$ cat config.mk
export PLATFORM = sky130hd
export DESIGN_NAME = escape_framer_xor_check
export DESIGN_NICKNAME = d
export VERILOG_FILES = /design/src/efxc_pkg.sv /design/src/efxc_expand.sv /design/src/escape_framer_xor_check.sv
export SDC_FILE = /design/constraint.sdc
export NUM_CORES = 1
export LEC_CHECK = 0
export BUFFER_PORTS_ARGS = -buffer_cell sky130_fd_sc_hd__buf_2
export CORE_ASPECT_RATIO = 1.2
export CORE_MARGIN = 1
export CORE_UTILIZATION = 50
export CTS_BUF_LIST = sky130_fd_sc_hd__clkbuf_8 sky130_fd_sc_hd__clkbuf_16
export DETAILED_ROUTE_END_ITERATION = 6
export GPL_ROUTABILITY_DRIVEN = 0
export GPL_TIMING_DRIVEN = 0
export HOLD_SLACK_MARGIN = 0.03
export PLACE_DENSITY = 0.68
export SLEW_MARGIN = 10
export SYNTH_ARGS = -nofsm -noshare
export SYNTH_HDL_FRONTEND = slang
export SYNTH_SLANG_ARGS = --single-unit
$ cat constraint.sdc
create_clock -name clk -period 5.29 [get_ports clk]
set_clock_uncertainty 0.15 [all_clocks]
set_input_delay 0.529 -clock clk [delete_from_list [all_inputs] [get_ports clk]]
set_output_delay 0.529 -clock clk [all_outputs]
set_load 0.05 [all_outputs]
$ cat src/efxc_pkg.sv
`timescale 1ns / 1ps
`default_nettype none
// ----------------------------------------------------------------------------
// efxc_pkg
// Shared constants, types and the byte escape function of the framer.
// ----------------------------------------------------------------------------
package efxc_pkg;

    // Flag and escape codes on the wire
    localparam logic [7:0] FLAG_START = 8'h5B;
    localparam logic [7:0] FLAG_END   = 8'h5D;
    localparam logic [7:0] ESC_A      = 8'h5A;
    localparam logic [7:0] ESC_E      = 8'h5E;
    localparam logic [7:0] ESC_ONE    = 8'h01;
    localparam logic [7:0] ESC_TWO    = 8'h02;

    // Most wire bytes one body byte can cause: start, 2 body, 2 check, end
    localparam int MAX_WIRE = 6;
    localparam int CNT_W    = 3;
    localparam int IDX_W    = 3;

    // One escaped byte: one or two wire bytes
    typedef struct packed {
        logic       pair;
        logic [7:0] b0;
        logic [7:0] b1;
    } esc_t;

    // Wire bytes caused by one body byte
    typedef struct packed {
        logic [MAX_WIRE-1:0][7:0] bytes;
        logic [CNT_W-1:0]         count;
        logic                     closes;
    } wire_run_t;

    // Map a raw byte to its escaped form
    function automatic esc_t escape_byte(input logic [7:0] b);
        esc_t e;
        e.pair = 1'b1;
        e.b1   = ESC_ONE;
        case (b)
            FLAG_START:
            begin
                e.b0 = ESC_A;
                e.b1 = ESC_ONE;
            end
            ESC_A:
            begin
                e.b0 = ESC_A;
                e.b1 = ESC_TWO;
            end
            FLAG_END:
            begin
                e.b0 = ESC_E;
                e.b1 = ESC_ONE;
            end
            ESC_E:
            begin
                e.b0 = ESC_E;
                e.b1 = ESC_TWO;
            end
            default:
            begin
                e.pair = 1'b0;
                e.b0   = b;
            end
        endcase
        return e;
    endfunction

endpackage
`default_nettype wire

$ cat src/efxc_expand.sv
`timescale 1ns / 1ps
`default_nettype none
// ----------------------------------------------------------------------------
// efxc_expand
// Holds the frame state and expands one body byte into its run of wire bytes.
// ----------------------------------------------------------------------------
module efxc_expand
(
    input  wire logic                 clk,
    input  wire logic                 rst_n,
    input  wire logic                 take,
    input  wire logic [7:0]           body_byte,
    input  wire logic                 body_last,
    output efxc_pkg::wire_run_t       run
);

    logic [7:0] check_accum_reg;
    logic       frame_open_reg;
    logic [7:0] check_next;
    efxc_pkg::esc_t body_esc;
    efxc_pkg::esc_t check_esc;

    // Fold the byte into the check and escape both
    assign check_next = check_accum_reg ^ body_byte;
    assign body_esc   = efxc_pkg::escape_byte(body_byte);
    assign check_esc  = efxc_pkg::escape_byte(check_next);

    // Lay out the run of wire bytes
    always_comb
    begin
        logic [efxc_pkg::CNT_W-1:0] p;
        p         = '0;
        run.bytes = '0;
        if (!frame_open_reg)
        begin
            run.bytes[p] = efxc_pkg::FLAG_START;
            p = p + 1'b1;
        end
        run.bytes[p] = body_esc.b0;
        p = p + 1'b1;
        if (body_esc.pair)
        begin
            run.bytes[p] = body_esc.b1;
            p = p + 1'b1;
        end
        if (body_last)
        begin
            run.bytes[p] = check_esc.b0;
            p = p + 1'b1;
            if (check_esc.pair)
            begin
                run.bytes[p] = check_esc.b1;
                p = p + 1'b1;
            end
            run.bytes[p] = efxc_pkg::FLAG_END;
            p = p + 1'b1;
        end
        run.count  = p;
        run.closes = body_last;
    end

    // Advance the frame state on each accepted beat
    always_ff @(posedge clk or negedge rst_n)
    begin
        if (!rst_n)
        begin
            check_accum_reg <= '0;
            frame_open_reg  <= 1'b0;
        end
        else if (take)
        begin
            if (body_last)
            begin
                check_accum_reg <= '0;
                frame_open_reg  <= 1'b0;
            end
            else
            begin
                check_accum_reg <= check_next;
                frame_open_reg  <= 1'b1;
            end
        end
    end

endmodule
`default_nettype wire

$ cat src/escape_framer_xor_check.sv
`timescale 1ns / 1ps
`default_nettype none
// ----------------------------------------------------------------------------
// escape_framer_xor_check
// Byte-stuffing serial framer with a running XOR check byte.
// ----------------------------------------------------------------------------
// Usage:
//   Slave channel carries raw frame body bytes, s_tlast on the final byte.
//   Master channel carries wire bytes: 0x5B before the first byte of a frame,
//   each body byte escaped (5B->5A 01, 5A->5A 02, 5D->5E 01, 5E->5E 02),
//   and after the final byte the escaped XOR check and the end flag 0x5D.
//   m_tlast marks the last wire byte caused by one input beat; m_tuser marks
//   the end flag.
// Timing:
//   An accepted beat is expanded in its accept cycle into a run buffer of up
//   to six bytes; the buffer feeds the output register one byte per cycle
//   unless the master stalls. The first wire byte goes via the buffer and then
//   the output register. A beat holds the buffer until its wire bytes
//   (1 to 6) move on, so the output port, at one byte a cycle, sets the
//   throughput: a new beat is taken as the buffer hands over its final byte.
// Reset clears the check and frame state and empties buffer and output.
// A stalled master holds the output register and then the buffer, and the
// slave side backs up behind them with no loss.
// ----------------------------------------------------------------------------
module escape_framer_xor_check
(
    input  wire logic       clk,
    input  wire logic       rst_n,
    input  wire logic       s_tvalid,
    output      logic       s_tready,
    input  wire logic [7:0] s_tdata,   // [7:0] body_byte
    input  wire logic       s_tlast,   // body_last
    output      logic       m_tvalid,
    input  wire logic       m_tready,
    output      logic [7:0] m_tdata,   // [7:0] wire_byte
    output      logic       m_tlast,   // run_last
    output      logic       m_tuser    // [0] frame_end
);

    efxc_pkg::wire_run_t run;
    efxc_pkg::wire_run_t run_reg;
    logic                buf_valid_reg;
    logic [efxc_pkg::IDX_W-1:0] idx_reg;
    logic       out_valid_reg;
    logic [7:0] out_byte_reg;
    logic       out_last_reg;
    logic       out_end_reg;
    logic       take;
    logic       move;
    logic       at_end;
    logic       buf_done;

    efxc_expand u_expand
    (
        .clk       (clk),
        .rst_n     (rst_n),
        .take      (take),
        .body_byte (s_tdata),
        .body_last (s_tlast),
        .run       (run)
    );

    // Handshake between buffer and output register
    assign move     = buf_valid_reg && (!out_valid_reg || m_tready);
    assign at_end   = (idx_reg == (run_reg.count - 1'b1));
    assign buf_done = move && at_end;
    assign s_tready = !buf_valid_reg || buf_done;
    assign take     = s_tvalid && s_tready;

    // Load the run buffer, step through it
    always_ff @(posedge clk or negedge rst_n)
    begin
        if (!rst_n)
        begin
            buf_valid_reg <= 1'b0;
            idx_reg       <= '0;
        end
        else if (take)
        begin
            buf_valid_reg <= 1'b1;
            idx_reg       <= '0;
        end
        else if (buf_done)
        begin
            buf_valid_reg <= 1'b0;
        end
        else if (move)
        begin
            idx_reg <= idx_reg + 1'b1;
        end
    end

    // Hold the run payload
    always_ff @(posedge clk)
    begin
        if (take)
        begin
            run_reg <= run;
        end
    end

    // Output register
    always_ff @(posedge clk or negedge rst_n)
    begin
        if (!rst_n)
        begin
            out_valid_reg <= 1'b0;
        end
        else if (move)
        begin
            out_valid_reg <= 1'b1;
        end
        else if (m_tready)
        begin
            out_valid_reg <= 1'b0;
        end
    end

    always_ff @(posedge clk)
    begin
        if (move)
        begin
            out_byte_reg <= run_reg.bytes[idx_reg];
            out_last_reg <= at_end;
            out_end_reg  <= at_end && run_reg.closes;
        end
    end

    assign m_tvalid = out_valid_reg;
    assign m_tdata  = out_byte_reg;
    assign m_tlast  = out_last_reg;
    assign m_tuser  = out_end_reg;

endmodule
`default_nettype wire
==> flow_metrics.env <==
export IMPL_syn_to_final_growth_pct=11.9
export IMPL_drive_gt1_share_pct=19.6
export IMPL_critPathSlowestCell="nor4bb_1"
export IMPL_p_comb_share_pct=45.4
export IMPL_worstPathCellList="buf_2 -> nor4bb_1 -> nand2_1 -> nor2_1 -> ha_1 -> clkbuf_8 -> nand2b_1 -> nor2_1 -> clkbuf_1 -> o21ai_0 -> o31ai_1 -> o221ai_1"
export IMPL_multiInputGateArea_um2=1770
export IMPL_rows=35
export IMPL_pwr_share_seq_pct=34.8
export IMPL_synth_warnings=0
export IMPL_netlist_area_um2=3960
export IMPL_hold_viol_final=0
export IMPL_p_per_area_nw_per_um2=553
export IMPL_diodes=0
export IMPL_fill_cells=664
export IMPL_r2r_cells=6
export IMPL_syn_area_per_cell_um2=10.6
export IMPL_largest_reg_flops=42
export IMPL_crit_start="s_tdata[6]"
export IMPL_cap_violations=0
export IMPL_yosysSeqAreaShare_pct=48.3
export IMPL_rr_endpoint="run_reg[26]"
export IMPL_power_leakage_uw=0.00174
export IMPL_p_switching_uw=998
export IMPL_grt_pass1_wl_um=14400
export IMPL_pwr_share_clk_pct=19.8
export IMPL_cts_buffer_depth=2
export IMPL_core_area_um2=7660
export IMPL_cp_slowest_stage_delay_ns=0.49
export IMPL_fmax_ghz=0.309
export IMPL_hold_start="s_tlast"
export IMPL_grt_util_all_layers_pct=22.8
export IMPL_p_sw_share_pct=40.8
export IMPL_slew_headroom_pct=53.9
export IMPL_grt_start_max_net_pins=39
export IMPL_setup_viol=0
export IMPL_critPathLaunchType="input pin"
export IMPL_crit_path_end_kind="flop"
export IMPL_start_util_pct=51.6
export IMPL_netlist_cell_type_count=55
export IMPL_drv_slew=0
export IMPL_cts_clk_slew_worst_paths_ns=0.08
export IMPL_crit_reg2reg_launch="u_expand.check_accum_reg[2]"
export IMPL_cts_buffers=9
export IMPL_vias=2962
export IMPL_finalCriticalPeriod_ns=3.24
export IMPL_grt_pass1_vias=2880
export IMPL_routed_wl_um=8750
export IMPL_first_iter_violations=168
export IMPL_internal_power_uw=1450
export IMPL_synth_top_flop_cell="edfxtp_1"
export IMPL_clk_latency_ns=0.36
export IMPL_antenna_found_initial=0
export IMPL_clk_root_buffer_cell="clkbuf_8"
export IMPL_fin_cells=505
export IMPL_min_period_over_period_pct=61.3
export IMPL_hold_class="in -> reg"
export IMPL_post_dp_hpwl_um=6480
export IMPL_portBuffers=20
export IMPL_cts_sinks=66
export IMPL_die_h_um=99.4
export IMPL_drtPass1Iterations=5
export IMPL_nets=427
export IMPL_crit_required_ns=5.19
export IMPL_vias_per_cell=5.87
export IMPL_path_buf_inv=3
export IMPL_arrival_ns=3.14
export IMPL_fin_setup_tns_ns=0
export IMPL_dp_cells=488
export IMPL_cp_common_cell="nor2_1"
export IMPL_seq_area_um2=1910
export IMPL_drt_antenna_violating_nets=0
export IMPL_hold_depth=1
export IMPL_min_to="run_reg[0]"
export IMPL_worst_slew_pin_slew_ns=0.687
export IMPL_cp_max_fo=10
export IMPL_die_w_um=83.2
export IMPL_path_class="in -> reg"
export IMPL_outcome="completed"
export IMPL_max_vdd_ir_drop_mv=0.397
export IMPL_synth_nets=394
export IMPL_ys_ff_latch=66
export IMPL_wl_per_cell_um=17.3
export IMPL_cts_setup_buffers=0
export IMPL_ios=25
export IMPL_rrSetupSlack_ns=2.29
export IMPL_async_flop_share_pct=21.2
export IMPL_synth_edf_count=52
export IMPL_rsz0062_at_grt="false"
export IMPL_overflow=0
export IMPL_cp_top_family="simple AND/OR/NAND/NOR gates"
export IMPL_synth_cells=375
export IMPL_die_area_um2=8270
export IMPL_htree_levels=3
export IMPL_drc=0
export IMPL_cts_tree="built"
## cell usage in the layout, fill, tap and decap left out, types with 6 or more instances in the layout
cell	Yosys	layout
dfrtp_1	14	14
edfxtp_1	52	52
inv_1	18	17
nand3_1	7	7
o21ai_0	45	45
nand2_1	38	38
nor2_1	42	42
xnor2_1	9	9
o31ai_1	6	6
nor2b_1	7	7
nand2b_1	11	11
mux2i_1	7	7
o22ai_1	7	7
a21oi_1	15	15
clkbuf_8	10	19
mux4_2	8	8
buf_2	2	22
ha_1	6	6
xor2_1	10	10
## how the worst max path moves through the flow
stage | to | cells past startpoint | slack (ns)
2_1_floorplan | u_expand.check_accum_reg[0] | 9 | 0.94
3_3_place_gp | u_expand.check_accum_reg[0] | 9 | 1.24
3_5_place_dp | run_reg[26] | 10 | 1.72
4_1_cts | run_reg[5] | 12 | 2.09
5_1_grt | run_reg[5] | 12 | 1.84
6_report | run_reg[5] | 12 | 2.05
## cell usage after synthesis, drive strengths merged (7+ instances only)
cell / n / share of area, %
nand2: 39 / 3.8
mux4: 8 / 4.6
nand2b: 11 / 1.7
a21oi: 15 / 1.9
xnor2: 9 / 2.0
o22ai: 7 / 1.1
o21ai: 45 / 5.7
nand3: 7 / 0.89
nor2b: 7 / 1.1
clkbuf: 15 / 4.0
inv: 18 / 1.7
mux2i: 7 / 1.8
edfxtp: 52 / 39
xor2: 10 / 2.2
nor2: 43 / 4.1
dfrtp: 14 / 8.9
## routing by layer
layer | up-vias | global-route usage, % | share of wire (%)
li1 | 1424 | - | -
met1 | 1399 | 27.1 | 42
met2 | 117 | 38.3 | 49
met3 | 22 | 5.73 | 5.6
met4 | 0 | 12.1 | 3.3
met5 | - | 0 | 0
## final cells by class
cell class / instances / area share (%)
plain buffers: 21 / 4.69
inverters: 18 / 1.53
well taps: 92 / 2.60
repair buffers: 22 / 2.94
clock buffers: 9 / 2.80
flip-flops and latches: 66 / 43.2
clock inverters: 7 / 2.26
multi-input cells: 270 / 40.0
## per-stage QoR
stage	instance area, µm²	utilization [%]	hold WS (ns)	power [µW]	setup slack, ns
after floorplan	3960	-	0.0834	1710	0.938
after global placement	4170	54.4	0.299	1940	1.24
after detailed placement	4190	54.7	0.312	1970	1.72
after CTS	4430	57.7	0.198	2450	2.09
after global routing	4430	57.7	0.203	2600	1.84
final	4430	57.7	0.217	2450	2.05
## worst register-to-register path: cells and delay by family (launching register included)
family | cells | cell delay (ns)
and+or+nand+nor | 3 | 0.86
AOI/OAI and AO/OA | 2 | 0.69
DFF | 1 | 0.43
xor gates and xnor gates | 1 | 0.59
## logic make-up (layout without fill, tap and decap cells)
| logic type | count (synthesis) | after routing | share of synthesized area, % |
|---|---|---|---|
| AO/OA/AOI/OAI | 96 | 96 | 14.7 |
| XOR/XNOR | 20 | 20 | 4.78 |
| adder cells (fa/ha/maj) | 6 | 6 | 1.90 |
| buffers and inverters | 39 | 77 | 6.96 |
| flip-flops | 66 | 66 | 48.3 |
| multiplexers | 15 | 15 | 6.33 |
| AND/OR/NAND/NOR | 133 | 133 | 17.0 |
## power groups by stage
stage          Combinational [µW]  Clock, µW  Sequential (µW)
3_5_place_dp                 1100          0              862
6_report                     1110        485              850
4_1_cts                      1110        495              850
2_1_floorplan                 721          0              986
5_1_grt                      1220        513              866
3_3_place_gp                 1080          0              859
## timing repair
action                                 in CTS  in global routing
endpoints found under the hold margin      14                  0
gates resized for setup                     0                  0
hold buffers                                1                  0
Power figures use the tool's default switching activity.
